<file path="config.mk">
export PLATFORM = sky130hd
export DESIGN_NAME = elevator_collective_controller
export DESIGN_NICKNAME = d
export VERILOG_FILES = /design/src/hw/rtl/ecc_pkg.sv /design/src/hw/rtl/ecc_ctrl.sv /design/src/hw/rtl/ecc_dp.sv /design/src/hw/rtl/elevator_collective_controller.sv
export VERILOG_INCLUDE_DIRS = /design/src /design/src/hw/rtl
export SDC_FILE = /design/constraint.sdc
export NUM_CORES = 1
export LEC_CHECK = 0
export ABC_AREA = 1
export BUFFER_PORTS_ARGS = -buffer_cell sky130_fd_sc_hd__buf_2
export CAP_MARGIN = 20
export CORE_MARGIN = 4
export CORE_UTILIZATION = 30
export CTS_CLUSTER_SIZE = 40
export DETAILED_ROUTE_END_ITERATION = 16
export PLACE_DENSITY = 0.49
export SYNTH_ARGS = -nofsm -noshare
export SYNTH_HDL_FRONTEND = slang
export SYNTH_HIERARCHICAL = 1
export SYNTH_SLANG_ARGS = --single-unit
export TNS_END_PERCENT = 10
</file>
<file path="constraint.sdc">
create_clock -name aclk -period 4.9 [get_ports aclk]
set_input_delay 0.735 -clock aclk [delete_from_list [all_inputs] [get_ports aclk]]
set_output_delay 0.735 -clock aclk [all_outputs]
set_load 0.005 [all_outputs]
</file>
<file path="src/hw/rtl/elevator_collective_controller_defines.svh">
// Assertion macros shared by the elevator controller RTL.
`ifndef ELEVATOR_COLLECTIVE_CONTROLLER_DEFINES_SVH
`define ELEVATOR_COLLECTIVE_CONTROLLER_DEFINES_SVH

// Same-cycle implication, checked out of reset.
`define ECC_ASSERT_IMP(lbl, pre, post) \
    lbl: assert property (@(posedge aclk) disable iff (!aresetn) (pre) |-> (post)) \
        else $error("elevator controller check failed");

// Next-cycle implication, checked out of reset.
`define ECC_ASSERT_NXT(lbl, pre, post) \
    lbl: assert property (@(posedge aclk) disable iff (!aresetn) (pre) |=> (post)) \
        else $error("elevator controller check failed");

`endif

</file>
<file path="src/hw/rtl/ecc_pkg.sv">
// Shared types, codes and sizes of the elevator controller.
package ecc_pkg;

    localparam int FLOORS      = 4;
    localparam int TABLE_SLOTS = 16;
    localparam int FW          = 2;
    localparam int IW          = $clog2(TABLE_SLOTS);
    localparam int CW          = $clog2(TABLE_SLOTS + 1);
    localparam int POS_W       = 10;
    localparam int TMR_W       = 9;
    localparam int DW          = $clog2(FLOORS + 1);
    localparam int REM_W       = POS_W + 2;

    localparam logic [2:0] CFG_STEPS    = 3'd0;
    localparam logic [2:0] CFG_DOOR     = 3'd1;
    localparam logic [2:0] CFG_IDLE_RET = 3'd2;
    localparam logic [2:0] CFG_CAPACITY = 3'd3;
    localparam logic [2:0] CFG_FULL_THR = 3'd4;

    typedef enum logic [1:0] {CM_IDLE, CM_MOVING, CM_STOPPED} car_mode_t;
    typedef enum logic [1:0] {DIR_LOW, DIR_HIGH, DIR_NONE} dir_t;

    typedef enum logic [4:0] {
        OP_NOP, OP_LOAD, OP_DIV_INIT, OP_DIV_STEP, OP_REQ, OP_TICK, OP_IDLE_TICK,
        OP_MOVE, OP_SCAN_INIT, OP_ICPT_STEP, OP_DROP_STEP, OP_DROP_END,
        OP_BDIR_STEP, OP_BDIR_END, OP_BOARD_STEP, OP_BOARD_END, OP_MASK_STEP,
        OP_MASK_END, OP_NEAR_INIT, OP_NEAR_STEP, OP_NEAR_END, OP_DSCAN_INIT,
        OP_DSCAN_STEP, OP_EMIT
    } dp_op_t;

    typedef struct packed {
        dp_op_t op;
    } dp_cmd_t;

    typedef struct packed {
        logic      done;
        logic      scan_end;
        logic      is_req;
        logic      waiting_any;
        car_mode_t car_mode;
        logic      door_due;
        logic      icpt_pend;
        logic      masks_empty;
        logic      dir_none;
    } dp_status_t;

endpackage

</file>
<file path="src/hw/rtl/ecc_ctrl.sv">
// Sequencer that steps the datapath through one item at a time.
module ecc_ctrl
    import ecc_pkg::*;
(
    input  logic       aclk,
    input  logic       aresetn,
    input  logic       s_valid,
    output logic       s_ready,
    output logic       m_valid,
    input  logic       m_ready,
    input  dp_status_t status,
    output dp_cmd_t    cmd
);

    typedef enum logic [4:0] {
        S_WAIT, S_DIV_INIT, S_DIV, S_REQ, S_TICK, S_DISPATCH, S_IDLE_TICK, S_MOVE,
        S_ICPT_INIT, S_ICPT, S_DROP_INIT, S_DROP, S_DROP_END, S_BDIR_INIT, S_BDIR,
        S_BDIR_END, S_BOARD_INIT, S_BOARD, S_BOARD_END, S_MASK_INIT, S_MASK,
        S_MASK_END, S_NEAR_INIT, S_NEAR, S_NEAR_END, S_DSCAN_INIT, S_DSCAN, S_EMIT
    } state_t;

    state_t state_reg, state_next;
    logic   post_reg, post_next;
    logic   m_valid_reg, m_valid_next;

    always_comb begin
        state_next   = state_reg;
        post_next    = post_reg;
        m_valid_next = m_valid_reg;
        cmd.op       = OP_NOP;
        if (m_valid_reg && m_ready) begin
            m_valid_next = 1'b0;
        end
        case (state_reg)
            S_WAIT: begin
                if (s_valid) begin
                    cmd.op     = OP_LOAD;
                    post_next  = 1'b0;
                    state_next = S_DIV_INIT;
                end
            end
            S_DIV_INIT: begin
                cmd.op     = OP_DIV_INIT;
                state_next = S_DIV;
            end
            S_DIV: begin
                cmd.op = OP_DIV_STEP;
                if (status.done) begin
                    if (post_reg) begin
                        state_next = status.icpt_pend ? S_ICPT_INIT : S_EMIT;
                    end else begin
                        state_next = status.is_req ? S_REQ : S_TICK;
                    end
                end
            end
            S_REQ: begin
                cmd.op     = OP_REQ;
                state_next = S_EMIT;
            end
            S_TICK: begin
                cmd.op     = OP_TICK;
                state_next = S_DISPATCH;
            end
            S_DISPATCH: begin
                case (status.car_mode)
                    CM_IDLE:    state_next = S_IDLE_TICK;
                    CM_MOVING:  state_next = S_MOVE;
                    CM_STOPPED: state_next = status.door_due ? S_DROP_INIT : S_EMIT;
                    default:    state_next = S_EMIT;
                endcase
            end
            S_IDLE_TICK: begin
                cmd.op     = OP_IDLE_TICK;
                state_next = status.waiting_any ? S_MASK_INIT : S_EMIT;
            end
            S_MOVE: begin
                cmd.op     = OP_MOVE;
                post_next  = 1'b1;
                state_next = S_DIV_INIT;
            end
            S_ICPT_INIT: begin
                cmd.op     = OP_SCAN_INIT;
                state_next = S_ICPT;
            end
            S_ICPT: begin
                cmd.op = OP_ICPT_STEP;
                if (status.scan_end || status.done) begin
                    state_next = S_EMIT;
                end
            end
            S_DROP_INIT: begin
                cmd.op     = OP_SCAN_INIT;
                state_next = S_DROP;
            end
            S_DROP: begin
                cmd.op = OP_DROP_STEP;
                if (status.scan_end) begin
                    state_next = S_DROP_END;
                end
            end
            S_DROP_END: begin
                cmd.op     = OP_DROP_END;
                state_next = S_BDIR_INIT;
            end
            S_BDIR_INIT: begin
                cmd.op     = OP_SCAN_INIT;
                state_next = S_BDIR;
            end
            S_BDIR: begin
                cmd.op = OP_BDIR_STEP;
                if (status.scan_end) begin
                    state_next = S_BDIR_END;
                end
            end
            S_BDIR_END: begin
                cmd.op     = OP_BDIR_END;
                state_next = S_BOARD_INIT;
            end
            S_BOARD_INIT: begin
                cmd.op     = OP_SCAN_INIT;
                state_next = S_BOARD;
            end
            S_BOARD: begin
                cmd.op = OP_BOARD_STEP;
                if (status.scan_end) begin
                    state_next = S_BOARD_END;
                end
            end
            S_BOARD_END: begin
                cmd.op     = OP_BOARD_END;
                state_next = S_MASK_INIT;
            end
            S_MASK_INIT: begin
                cmd.op     = OP_SCAN_INIT;
                state_next = S_MASK;
            end
            S_MASK: begin
                cmd.op = OP_MASK_STEP;
                if (status.scan_end) begin
                    state_next = S_MASK_END;
                end
            end
            S_MASK_END: begin
                cmd.op = OP_MASK_END;
                if (status.masks_empty) begin
                    state_next = S_EMIT;
                end else if (status.dir_none) begin
                    state_next = S_NEAR_INIT;
                end else begin
                    state_next = S_DSCAN_INIT;
                end
            end
            S_NEAR_INIT: begin
                cmd.op     = OP_NEAR_INIT;
                state_next = S_NEAR;
            end
            S_NEAR: begin
                cmd.op = OP_NEAR_STEP;
                if (status.done) begin
                    state_next = S_NEAR_END;
                end
            end
            S_NEAR_END: begin
                cmd.op     = OP_NEAR_END;
                state_next = S_EMIT;
            end
            S_DSCAN_INIT: begin
                cmd.op     = OP_DSCAN_INIT;
                state_next = S_DSCAN;
            end
            S_DSCAN: begin
                cmd.op = OP_DSCAN_STEP;
                if (status.done) begin
                    state_next = S_EMIT;
                end
            end
            S_EMIT: begin
                // hold the result until the output register is free
                if (!m_valid_reg || m_ready) begin
                    cmd.op       = OP_EMIT;
                    m_valid_next = 1'b1;
                    state_next   = S_WAIT;
                end
            end
            default: state_next = S_WAIT;
        endcase
    end

    always_ff @(posedge aclk) begin
        if (!aresetn) begin
            state_reg   <= S_WAIT;
            post_reg    <= 1'b0;
            m_valid_reg <= 1'b0;
        end else begin
            state_reg   <= state_next;
            post_reg    <= post_next;
            m_valid_reg <= m_valid_next;
        end
    end

    assign s_ready = (state_reg == S_WAIT);
    assign m_valid = m_valid_reg;

endmodule

</file>
<file path="src/hw/rtl/ecc_dp.sv">
// Datapath: rider table, car state, floor divider, scan units and result register.
module ecc_dp
    import ecc_pkg::*;
(
    input  logic             aclk,
    input  logic             aresetn,
    input  dp_cmd_t          cmd,
    output dp_status_t       status,
    input  logic             s_mode,
    input  logic [1:0]       s_start_floor,
    input  logic [1:0]       s_dest_floor,
    input  logic             cfg_we,
    input  logic [2:0]       cfg_addr,
    input  logic [8:0]       cfg_data,
    output logic [1:0]       m_car_floor,
    output logic [POS_W-1:0] m_car_position,
    output logic [1:0]       m_car_mode,
    output logic [1:0]       m_travel_direction,
    output logic             m_goal_valid,
    output logic [1:0]       m_goal_floor,
    output logic [4:0]       m_riders_inside,
    output logic [4:0]       m_riders_waiting,
    output logic             m_request_rejected
);

    localparam logic [FW-1:0] HOME = FW'(FLOORS - 1);

    // configuration
    logic [7:0] spf_reg;
    logic [8:0] door_reg, idle_reg;
    logic [4:0] cap_reg, thr_reg;

    // rider table
    logic [FW-1:0] start_mem [TABLE_SLOTS];
    logic [FW-1:0] dest_mem  [TABLE_SLOTS];
    logic          in_mem    [TABLE_SLOTS];
    logic          tbl_we, tbl_win;
    logic [IW-1:0] tbl_waddr;
    logic [FW-1:0] tbl_wstart, tbl_wdest;

    logic [CW-1:0]    cnt_reg, cnt_next, ins_reg, ins_next;
    logic [POS_W-1:0] pos_reg, pos_next;
    car_mode_t        mode_reg, mode_next;
    dir_t             dir_reg, dir_next, bdir_reg, bdir_next;
    logic             gv_reg, gv_next;
    logic [FW-1:0]    goal_reg, goal_next;
    logic [TMR_W-1:0] tmr_reg, tmr_next;

    logic             in_mode_reg, in_mode_next;
    logic [FW-1:0]    in_s_reg, in_s_next, in_d_reg, in_d_next;
    logic             rej_reg, rej_next, icpt_reg, icpt_next;

    logic [REM_W-1:0] rem_reg, rem_next;
    logic [FW-1:0]    q_reg, q_next, cf_reg, cf_next;
    logic             done_reg, done_next;

    logic [CW-1:0]    idx_reg, idx_next, j_reg, j_next;
    logic             wl_reg, wl_next, wh_reg, wh_next;
    logic [FLOORS-1:0] dests_reg, dests_next, lows_reg, lows_next, highs_reg, highs_next;

    logic [1:0]    nk_reg, nk_next;
    logic [FW-1:0] nf_reg, nf_next, best_reg, best_next, sf_reg, sf_next;
    logic [DW-1:0] mind_reg, mind_next;
    logic          found_reg, found_next, pass_reg, pass_next;

    logic [1:0]       o_cf_reg, o_mode_reg, o_dir_reg, o_gf_reg;
    logic [POS_W-1:0] o_pos_reg;
    logic             o_gv_reg, o_rej_reg;
    logic [4:0]       o_ins_reg, o_wait_reg;

    logic [7:0]        spf_eff;
    logic [REM_W-1:0]  twos;
    logic [POS_W-1:0]  target;
    logic [FW-1:0]     e_start, e_dest;
    logic              e_in, scan_end, full;
    logic [FLOORS-1:0] near_set, want;
    logic [FW-1:0]     ndist;
    logic              way;

    assign spf_eff  = (spf_reg == 8'd0) ? 8'd1 : spf_reg;
    assign twos     = REM_W'({spf_eff, 1'b0});
    assign target   = POS_W'(goal_reg) * POS_W'(spf_eff);
    assign e_start  = start_mem[idx_reg[IW-1:0]];
    assign e_dest   = dest_mem[idx_reg[IW-1:0]];
    assign e_in     = in_mem[idx_reg[IW-1:0]];
    assign scan_end = (idx_reg == cnt_reg);
    assign full     = (ins_reg >= thr_reg);
    assign near_set = (nk_reg == 2'd0) ? dests_reg : ((nk_reg == 2'd1) ? lows_reg : highs_reg);
    assign ndist    = (nf_reg > cf_reg) ? (nf_reg - cf_reg) : (cf_reg - nf_reg);
    assign want     = dests_reg | (full ? '0 : ((dir_reg == DIR_LOW) ? lows_reg : highs_reg));
    assign way      = (bdir_reg == DIR_LOW) ? (e_dest < cf_reg) : (e_dest > cf_reg);

    always_comb begin
        cnt_next = cnt_reg;       ins_next = ins_reg;     pos_next = pos_reg;
        mode_next = mode_reg;     dir_next = dir_reg;     bdir_next = bdir_reg;
        gv_next = gv_reg;         goal_next = goal_reg;   tmr_next = tmr_reg;
        in_mode_next = in_mode_reg; in_s_next = in_s_reg; in_d_next = in_d_reg;
        rej_next = rej_reg;       icpt_next = icpt_reg;
        rem_next = rem_reg;       q_next = q_reg;         cf_next = cf_reg;
        done_next = done_reg;     idx_next = idx_reg;     j_next = j_reg;
        wl_next = wl_reg;         wh_next = wh_reg;
        dests_next = dests_reg;   lows_next = lows_reg;   highs_next = highs_reg;
        nk_next = nk_reg;         nf_next = nf_reg;       best_next = best_reg;
        mind_next = mind_reg;     found_next = found_reg;
        sf_next = sf_reg;         pass_next = pass_reg;
        tbl_we = 1'b0;            tbl_waddr = cnt_reg[IW-1:0];
        tbl_wstart = in_s_reg;    tbl_wdest = in_d_reg;   tbl_win = 1'b0;

        case (cmd.op)
            OP_LOAD: begin
                in_mode_next = s_mode;
                in_s_next    = s_start_floor;
                in_d_next    = s_dest_floor;
                rej_next     = 1'b0;
                icpt_next    = 1'b0;
            end
            OP_DIV_INIT: begin
                rem_next  = REM_W'({pos_reg, 1'b0}) + REM_W'(spf_eff);
                q_next    = '0;
                done_next = 1'b0;
            end
            OP_DIV_STEP: begin
                if (!done_reg) begin
                    if (rem_reg >= twos && q_reg != HOME) begin
                        rem_next = rem_reg - twos;
                        q_next   = q_reg + 1'b1;
                    end else begin
                        done_next = 1'b1;
                        cf_next   = q_reg;
                    end
                end
            end
            OP_REQ: begin
                if (cnt_reg >= CW'(TABLE_SLOTS) || in_s_reg == in_d_reg
                    || 32'(in_s_reg) >= FLOORS || 32'(in_d_reg) >= FLOORS) begin
                    rej_next = 1'b1;
                end else begin
                    tbl_we   = 1'b1;
                    cnt_next = cnt_reg + 1'b1;
                end
            end
            OP_TICK: begin
                if (tmr_reg != '1) begin
                    tmr_next = tmr_reg + 1'b1;
                end
            end
            OP_IDLE_TICK: begin
                if (!(cnt_reg > ins_reg) && cf_reg != HOME && tmr_reg > idle_reg) begin
                    gv_next   = 1'b1;
                    goal_next = HOME;
                    mode_next = CM_MOVING;
                    dir_next  = DIR_HIGH;
                end
            end
            OP_MOVE: begin
                if (!gv_reg) begin
                    mode_next = CM_IDLE;
                end else if (pos_reg == target) begin
                    mode_next = CM_STOPPED;
                    tmr_next  = '0;
                end else begin
                    pos_next  = (pos_reg > target) ? pos_reg - 1'b1 : pos_reg + 1'b1;
                    icpt_next = (dir_reg == DIR_HIGH) && (goal_reg == HOME);
                end
            end
            OP_SCAN_INIT: begin
                idx_next   = '0;
                j_next     = '0;
                done_next  = 1'b0;
                wl_next    = 1'b0;
                wh_next    = 1'b0;
                dests_next = '0;
                lows_next  = '0;
                highs_next = '0;
            end
            OP_ICPT_STEP: begin
                if (!scan_end && !done_reg) begin
                    if (!e_in && e_start >= cf_reg && e_start < goal_reg) begin
                        goal_next = e_start;
                        done_next = 1'b1;
                    end
                    idx_next = idx_reg + 1'b1;
                end
            end
            OP_DROP_STEP: begin
                if (!scan_end) begin
                    if (e_in && e_dest == cf_reg) begin
                        ins_next = ins_reg - 1'b1;
                    end else begin
                        // pack the kept entry down to the write slot
                        tbl_we     = 1'b1;
                        tbl_waddr  = j_reg[IW-1:0];
                        tbl_wstart = e_start;
                        tbl_wdest  = e_dest;
                        tbl_win    = e_in;
                        j_next     = j_reg + 1'b1;
                    end
                    idx_next = idx_reg + 1'b1;
                end
            end
            OP_DROP_END: begin
                cnt_next = j_reg;
            end
            OP_BDIR_STEP: begin
                if (!scan_end) begin
                    if (!e_in && e_start == cf_reg) begin
                        if (e_dest < cf_reg) begin
                            wl_next = 1'b1;
                        end else begin
                            wh_next = 1'b1;
                        end
                    end
                    idx_next = idx_reg + 1'b1;
                end
            end
            OP_BDIR_END: begin
                if (dir_reg != DIR_NONE) begin
                    bdir_next = dir_reg;
                end else if (wl_reg) begin
                    bdir_next = DIR_LOW;
                end else if (wh_reg) begin
                    bdir_next = DIR_HIGH;
                end else begin
                    bdir_next = DIR_NONE;
                end
            end
            OP_BOARD_STEP: begin
                if (!scan_end) begin
                    if (bdir_reg != DIR_NONE && !e_in && e_start == cf_reg && way
                        && ins_reg < cap_reg) begin
                        tbl_we     = 1'b1;
                        tbl_waddr  = idx_reg[IW-1:0];
                        tbl_wstart = e_start;
                        tbl_wdest  = e_dest;
                        tbl_win    = 1'b1;
                        ins_next   = ins_reg + 1'b1;
                    end
                    idx_next = idx_reg + 1'b1;
                end
            end
            OP_BOARD_END: begin
                if (dir_reg == DIR_NONE && bdir_reg != DIR_NONE) begin
                    dir_next = bdir_reg;
                end
            end
            OP_MASK_STEP: begin
                if (!scan_end) begin
                    if (e_in) begin
                        dests_next[e_dest] = 1'b1;
                    end else if (e_dest < e_start) begin
                        lows_next[e_start] = 1'b1;
                    end else begin
                        highs_next[e_start] = 1'b1;
                    end
                    idx_next = idx_reg + 1'b1;
                end
            end
            OP_MASK_END: begin
                if ((dests_reg | lows_reg | highs_reg) == '0) begin
                    if (mode_reg != CM_IDLE) begin
                        tmr_next = '0;
                    end
                    mode_next = CM_IDLE;
                    dir_next  = DIR_NONE;
                    gv_next   = 1'b0;
                end
            end
            OP_NEAR_INIT: begin
                nk_next    = '0;
                nf_next    = '0;
                mind_next  = DW'(FLOORS);
                best_next  = '0;
                found_next = 1'b0;
                done_next  = 1'b0;
            end
            OP_NEAR_STEP: begin
                if (!done_reg) begin
                    // hall call sets count only while the car is below the full threshold
                    if (!(nk_reg != 2'd0 && full) && near_set[nf_reg]
                        && DW'(ndist) < mind_reg) begin
                        mind_next  = DW'(ndist);
                        best_next  = nf_reg;
                        found_next = 1'b1;
                    end
                    if (nf_reg == HOME) begin
                        nf_next = '0;
                        nk_next = nk_reg + 1'b1;
                        if (nk_reg == 2'd2) begin
                            done_next = 1'b1;
                        end
                    end else begin
                        nf_next = nf_reg + 1'b1;
                    end
                end
            end
            OP_NEAR_END: begin
                if (!found_reg) begin
                    mode_next = CM_IDLE;
                end else begin
                    gv_next   = 1'b1;
                    goal_next = best_reg;
                    if (best_reg == cf_reg) begin
                        mode_next = CM_STOPPED;
                        tmr_next  = '0;
                    end else begin
                        mode_next = CM_MOVING;
                        dir_next  = (best_reg < cf_reg) ? DIR_LOW : DIR_HIGH;
                    end
                end
            end
            OP_DSCAN_INIT: begin
                sf_next   = cf_reg;
                pass_next = 1'b0;
                done_next = 1'b0;
            end
            OP_DSCAN_STEP: begin
                if (!done_reg) begin
                    if (want[sf_reg]) begin
                        gv_next   = 1'b1;
                        goal_next = sf_reg;
                        done_next = 1'b1;
                        if (sf_reg == cf_reg) begin
                            mode_next = CM_STOPPED;
                            tmr_next  = '0;
                        end else begin
                            mode_next = CM_MOVING;
                        end
                    end else if ((dir_reg == DIR_LOW && sf_reg == '0)
                                 || (dir_reg != DIR_LOW && sf_reg == HOME)) begin
                        // reverse once, then give up
                        if (pass_reg) begin
                            mode_next = CM_IDLE;
                            dir_next  = DIR_NONE;
                            done_next = 1'b1;
                        end else begin
                            dir_next  = (dir_reg == DIR_LOW) ? DIR_HIGH : DIR_LOW;
                            pass_next = 1'b1;
                            sf_next   = cf_reg;
                        end
                    end else begin
                        sf_next = (dir_reg == DIR_LOW) ? sf_reg - 1'b1 : sf_reg + 1'b1;
                    end
                end
            end
            default: begin
            end
        endcase
    end

    always_ff @(posedge aclk) begin
        if (!aresetn) begin
            spf_reg  <= 8'd40;
            door_reg <= 9'd45;
            idle_reg <= 9'd152;
            cap_reg  <= 5'd8;
            thr_reg  <= 5'd6;
            cnt_reg  <= '0;
            ins_reg  <= '0;
            pos_reg  <= POS_W'((FLOORS - 1) * 40);
            mode_reg <= CM_IDLE;
            dir_reg  <= DIR_NONE;
            gv_reg   <= 1'b0;
            goal_reg <= '0;
            tmr_reg  <= '0;
        end else begin
            if (cfg_we) begin
                case (cfg_addr)
                    CFG_STEPS:    spf_reg  <= cfg_data[7:0];
                    CFG_DOOR:     door_reg <= cfg_data;
                    CFG_IDLE_RET: idle_reg <= cfg_data;
                    CFG_CAPACITY: cap_reg  <= cfg_data[4:0];
                    CFG_FULL_THR: thr_reg  <= cfg_data[4:0];
                    default: begin
                    end
                endcase
            end
            cnt_reg  <= cnt_next;
            ins_reg  <= ins_next;
            pos_reg  <= pos_next;
            mode_reg <= mode_next;
            dir_reg  <= dir_next;
            gv_reg   <= gv_next;
            goal_reg <= goal_next;
            tmr_reg  <= tmr_next;
        end
    end

    always_ff @(posedge aclk) begin
        if (tbl_we) begin
            start_mem[tbl_waddr] <= tbl_wstart;
            dest_mem[tbl_waddr]  <= tbl_wdest;
            in_mem[tbl_waddr]    <= tbl_win;
        end
        bdir_reg    <= bdir_next;
        in_mode_reg <= in_mode_next;
        in_s_reg    <= in_s_next;
        in_d_reg    <= in_d_next;
        rej_reg     <= rej_next;
        icpt_reg    <= icpt_next;
        rem_reg     <= rem_next;
        q_reg       <= q_next;
        cf_reg      <= cf_next;
        done_reg    <= done_next;
        idx_reg     <= idx_next;
        j_reg       <= j_next;
        wl_reg      <= wl_next;
        wh_reg      <= wh_next;
        dests_reg   <= dests_next;
        lows_reg    <= lows_next;
        highs_reg   <= highs_next;
        nk_reg      <= nk_next;
        nf_reg      <= nf_next;
        best_reg    <= best_next;
        mind_reg    <= mind_next;
        found_reg   <= found_next;
        sf_reg      <= sf_next;
        pass_reg    <= pass_next;
        if (cmd.op == OP_EMIT) begin
            o_cf_reg   <= cf_reg;
            o_pos_reg  <= pos_reg;
            o_mode_reg <= mode_reg;
            o_dir_reg  <= dir_reg;
            o_gv_reg   <= gv_reg;
            o_gf_reg   <= gv_reg ? goal_reg : 2'd0;
            o_ins_reg  <= 5'(ins_reg);
            o_wait_reg <= 5'(cnt_reg - ins_reg);
            o_rej_reg  <= rej_reg;
        end
    end

    assign status.done        = done_reg;
    assign status.scan_end    = scan_end;
    assign status.is_req      = in_mode_reg;
    assign status.waiting_any = (cnt_reg > ins_reg);
    assign status.car_mode    = mode_reg;
    assign status.door_due    = (tmr_reg > door_reg);
    assign status.icpt_pend   = icpt_reg;
    assign status.masks_empty = ((dests_reg | lows_reg | highs_reg) == '0);
    assign status.dir_none    = (dir_reg == DIR_NONE);

    assign m_car_floor        = o_cf_reg;
    assign m_car_position     = o_pos_reg;
    assign m_car_mode         = o_mode_reg;
    assign m_travel_direction = o_dir_reg;
    assign m_goal_valid       = o_gv_reg;
    assign m_goal_floor       = o_gf_reg;
    assign m_riders_inside    = o_ins_reg;
    assign m_riders_waiting   = o_wait_reg;
    assign m_request_rejected = o_rej_reg;

endmodule

</file>
<file path="src/hw/rtl/elevator_collective_controller.sv">
// Single-car elevator controller with collective scan.
// Input channel s_*: one item is a tick (s_mode 0) or a rider request
// (s_mode 1, s_start_floor, s_dest_floor). Every item yields one result
// item on m_*: car floor, position, mode, direction, goal, rider counts and
// a reject flag for dropped requests.
// Configuration: cfg_we writes cfg_data into register cfg_addr at once
// (0 steps per floor, 1 door ticks, 2 idle return ticks, 3 capacity,
// 4 full threshold); write only while no item is in flight.
// Each item first runs the floor divider (up to FLOORS steps); a tick may then
// run rider-table scans, which step one entry per cycle, and a floor search.
// A door close runs four table scans and, if calls remain, a floor search.
// One item is worked at a time; s_ready is high only between items. The
// result sits in an output register, so a stalled receiver holds the next
// result in the sequencer until m_ready frees the register.
// Reset: empty rider table, car idle at the home floor, default config.
`include "elevator_collective_controller_defines.svh"
module elevator_collective_controller
    import ecc_pkg::*;
(
    input  logic             aclk,
    input  logic             aresetn,
    input  logic             s_valid,
    output logic             s_ready,
    input  logic             s_mode,
    input  logic [1:0]       s_start_floor,
    input  logic [1:0]       s_dest_floor,
    output logic             m_valid,
    input  logic             m_ready,
    output logic [1:0]       m_car_floor,
    output logic [POS_W-1:0] m_car_position,
    output logic [1:0]       m_car_mode,
    output logic [1:0]       m_travel_direction,
    output logic             m_goal_valid,
    output logic [1:0]       m_goal_floor,
    output logic [4:0]       m_riders_inside,
    output logic [4:0]       m_riders_waiting,
    output logic             m_request_rejected,
    input  logic             cfg_we,
    input  logic [2:0]       cfg_addr,
    input  logic [8:0]       cfg_data
);

    dp_cmd_t    cmd;
    dp_status_t status;

    ecc_ctrl u_ctrl (
        .aclk    (aclk),
        .aresetn (aresetn),
        .s_valid (s_valid),
        .s_ready (s_ready),
        .m_valid (m_valid),
        .m_ready (m_ready),
        .status  (status),
        .cmd     (cmd)
    );

    ecc_dp u_dp (
        .aclk               (aclk),
        .aresetn            (aresetn),
        .cmd                (cmd),
        .status             (status),
        .s_mode             (s_mode),
        .s_start_floor      (s_start_floor),
        .s_dest_floor       (s_dest_floor),
        .cfg_we             (cfg_we),
        .cfg_addr           (cfg_addr),
        .cfg_data           (cfg_data),
        .m_car_floor        (m_car_floor),
        .m_car_position     (m_car_position),
        .m_car_mode         (m_car_mode),
        .m_travel_direction (m_travel_direction),
        .m_goal_valid       (m_goal_valid),
        .m_goal_floor       (m_goal_floor),
        .m_riders_inside    (m_riders_inside),
        .m_riders_waiting   (m_riders_waiting),
        .m_request_rejected (m_request_rejected)
    );

    `ECC_ASSERT_NXT(a_busy_after_accept, s_valid && s_ready, !s_ready)
    `ECC_ASSERT_IMP(a_riders_bounded, m_valid,
        (6'(m_riders_inside) + 6'(m_riders_waiting)) <= 6'(TABLE_SLOTS))
    `ECC_ASSERT_IMP(a_goal_zero_when_unset, m_valid && !m_goal_valid, m_goal_floor == 2'd0)

endmodule
</file>
==> flow_summary.toml <==
[worst_setup_path]
crit_path_frequent_cell = "nor2_1"
cpMaxStageDelayCell = "fa_2"
max_stage_delay_ns = 0.37
crit_path_end_kind = "register"
critPathMaxFanout = 6
arrival_ns = 5.11
startpoint_type = "register"
required_ns = 5.34
path_class = "register to register"

[global_routing]
antenna_found_initial = 0
grt_pass1_vias = 12280
grt_pass1_wl_um = 69210
grt_start_max_net_pins = 43
track_usage = 0.1539
overflow = 0

[routing]
via_count = 12770
drtAntennaViolNets = 0
drc = 0
drtPass1Iterations = 5
first_iter_violations = 1000
viasPerCell = 4.826
wire_per_inst_um = 16.68
wirelength_um = 44120

[cells_and_area]
drive_above_1_share = 0.1313
syn2layout_area_growth_pct = 14.60
finish.utilization = 0.3501
finalInstanceArea_um2 = 17670
fillers = 5251
antennaDiodeCount = 0
top_regs = "u_dp/dest_mem x32, u_dp/start_mem x32, u_dp/in_mem x16"
nets = 2076

[clock_tree]
clkSinkCount = 256
cts_buffers = 31
cts_root_buffer = "clkbuf_16"
cts_max_level = 1
clock_path_buffers = 3
clkLatencyLatePin_ns = 0.59
clk_transition_reported_paths_ns = 0.06
cts_tree = "yes"

[timing]
tightestPinTransition_ns = 1.107
period_share = 0.9530
slew_headroom = 0.2541
slew_viol_final = 0
skew_ns = 0.01869
hold_violations = 0
max_freq_mhz = 214.1
layout_min_cycle_time_ns = 4.670
finalSetupViolCount = 0

[power]
power.density_nw_per_um2 = 504.5
power_leakage_nw = 7.561
p_int_mw = 5.181
power_frac_clock = 0.243
p_sw_frac = 0.4189
power_frac_seq = 0.343
power_mw = 8.916
ir_drop_v = 0.0002943
switching_power_mw = 3.735
p_comb_frac = 0.413

[die]
rows = 82
die_w_um = 234.7
initial_core_util = 0.3055
die_y_um = 234.7
ios = 54
core_um2 = 50480
fp.dieArea_um2 = 55100

[yosys]
postSynthNetCount = 2000
ys_ff_latch = 256
synth_seq_area_share = 0.4446
syn_area_per_cell_um2 = 8.233
synthTopCellsByArea = "edfxtp_1 (34%), dfxtp_1 (11%), nand2_1 (8.3%)"
synthDistinctLibCells = 51
synth_cells = 1873
syn_area_um2 = 15420
synth_top_cell_by_area = "edfxtp_1"
netlist.area_leader.share = 0.3369
ys_warn_count = 6

[placed_design]
post_dp_cell_area_um2 = 16440
io_buffer_count = 53
routabilityCongestion = 0.9215
dpl.hpwl_um = 32910

[run]
drv_cap = 0

[hold_path]
worstHoldPathType = "input pin to register"

[run_status]
status = "complete, no violations"
what timing repair did:
item,CTS,global route
hold buffers,0,0
setup endpoints to repair,0,6
setup buffers,0,14
resized for setup,0,45
critical path, delay by kind of cell (launching register included):
family,cells,cell delay [ns]
AO/OA/AOI/OAI,11,1.45
XOR/XNOR,1,0.18
adder cells (fa/ha/maj),4,1.11
buffers and inverters,5,0.37
flip-flops,1,0.35
AND/OR/NAND/NOR,10,1.07
cell families (layout without fill, tap and decap cells):
logic type               after synthesis  after routing  synth area share
AO/OA/AOI/OAI                        351            351            0.1262
buffers and inverters                319            419           0.08430
flip-flops                           256            256            0.4446
XOR/XNOR                              35             35           0.01988
AND/OR/NAND/NOR                      807            807            0.2363
adder cells (fa/ha/maj)              105            105           0.08860
placed cells by master, fill, tap and decap left out, types with 30 or more instances in the layout:
cell type and n:
dfxtp_1 79, ha_1 90, clkbuf_16 31, nand3_1 100, nor3_1 30, nand2_1 339, buf_4 34, nor2_1 222
inv_1 249, o21ai_0 135, a21oi_1 134, buf_2 53, edfxtp_1 173
per-layer routing:
layer | vias to the layer above | track usage | wire, um
met4 | 0 | 0.03759 | 952
met5 | - | 0 | 0
met2 | 265 | 0.2550 | 20490
met1 | 6011 | 0.2148 | 20810
met3 | 63 | 0.01911 | 1865
li1 | 6426 | - | -
area by class of cell:
cell class                      count  area (um^2)  area share
Inverter                          273         1032     0.05841
Timing Repair Buffer               89        551.8     0.03122
Multi-Input combinational cell   1298         7428      0.4203
Sequential cell                   256         6869      0.3887
Clock buffer                       40        829.5     0.04694
Clock inverter                     17        121.4    0.006867
Tap cell                          672        840.8     0.04758
power groups by stage:
stage / Combinational, mW / Sequential [mW] / Clock, mW
CTS: 3.61 / 3.06 / 2.24
detailed placement: 3.59 / 3.10 / 0
floorplan: 2.67 / 2.95 / 0
global route: 4.16 / 3.10 / 2.33
global placement: 3.57 / 3.10 / 0
finish: 3.69 / 3.06 / 2.17
worst paths after layout:
path               startpoint                      end  slack [ns]  cells after the start
max           u_dp/spf_reg[3]          u_dp/pos_reg[7]        0.23                     31
max reg2reg   u_dp/spf_reg[3]          u_dp/pos_reg[7]        0.23                     31
min          s_start_floor[0]         u_dp/in_s_reg[0]        0.33                      1
min reg2reg      u_dp/rej_reg  u_dp/m_request_rejected        0.42                      0
metrics by stage:
| stage | hold slack, ns | setup WS [ns] | TNS, ns | instances |
|---|---|---|---|---|
| 2_1_floorplan | 0.4003 | 0.5188 | 0 | 1873 |
| 3_3_place_gp | 0.4026 | 0.2128 | 0 | 2574 |
| 3_5_place_dp | 0.4116 | 0.1192 | 0 | 2574 |
| 4_1_cts | 0.3044 | 0.06967 | 0 | 2631 |
| 5_1_grt | 0.3099 | -0.06752 | -0.1223 | 2645 |
| 6_report | 0.3328 | 0.2302 | 0 | 2645 |
cells in the mapped netlist (all sizes together):
master     n
a211oi     3
a21o       3
a21oi    138
a22oi      2
a31oi      9
and3       2
buf       22
clkbuf    24
clkinv     3
dfxtp     83
edfxtp   173
fa         7
ha        98
inv      270
nand2    366
nand2b     1
nand3    113
nand3b     6
nand4     22
nor2     251
nor3      32
nor3b      3
nor4       4
nor4b      1
o2111ai    1
o211a      1
o211ai    24
o21a       7
o21ai    141
o21bai     3
o221ai     9
o22ai      4
o31ai      6
or2        6
xnor2     12
xor2      23
No activity file was read; power rests on OpenSTA's default activity.
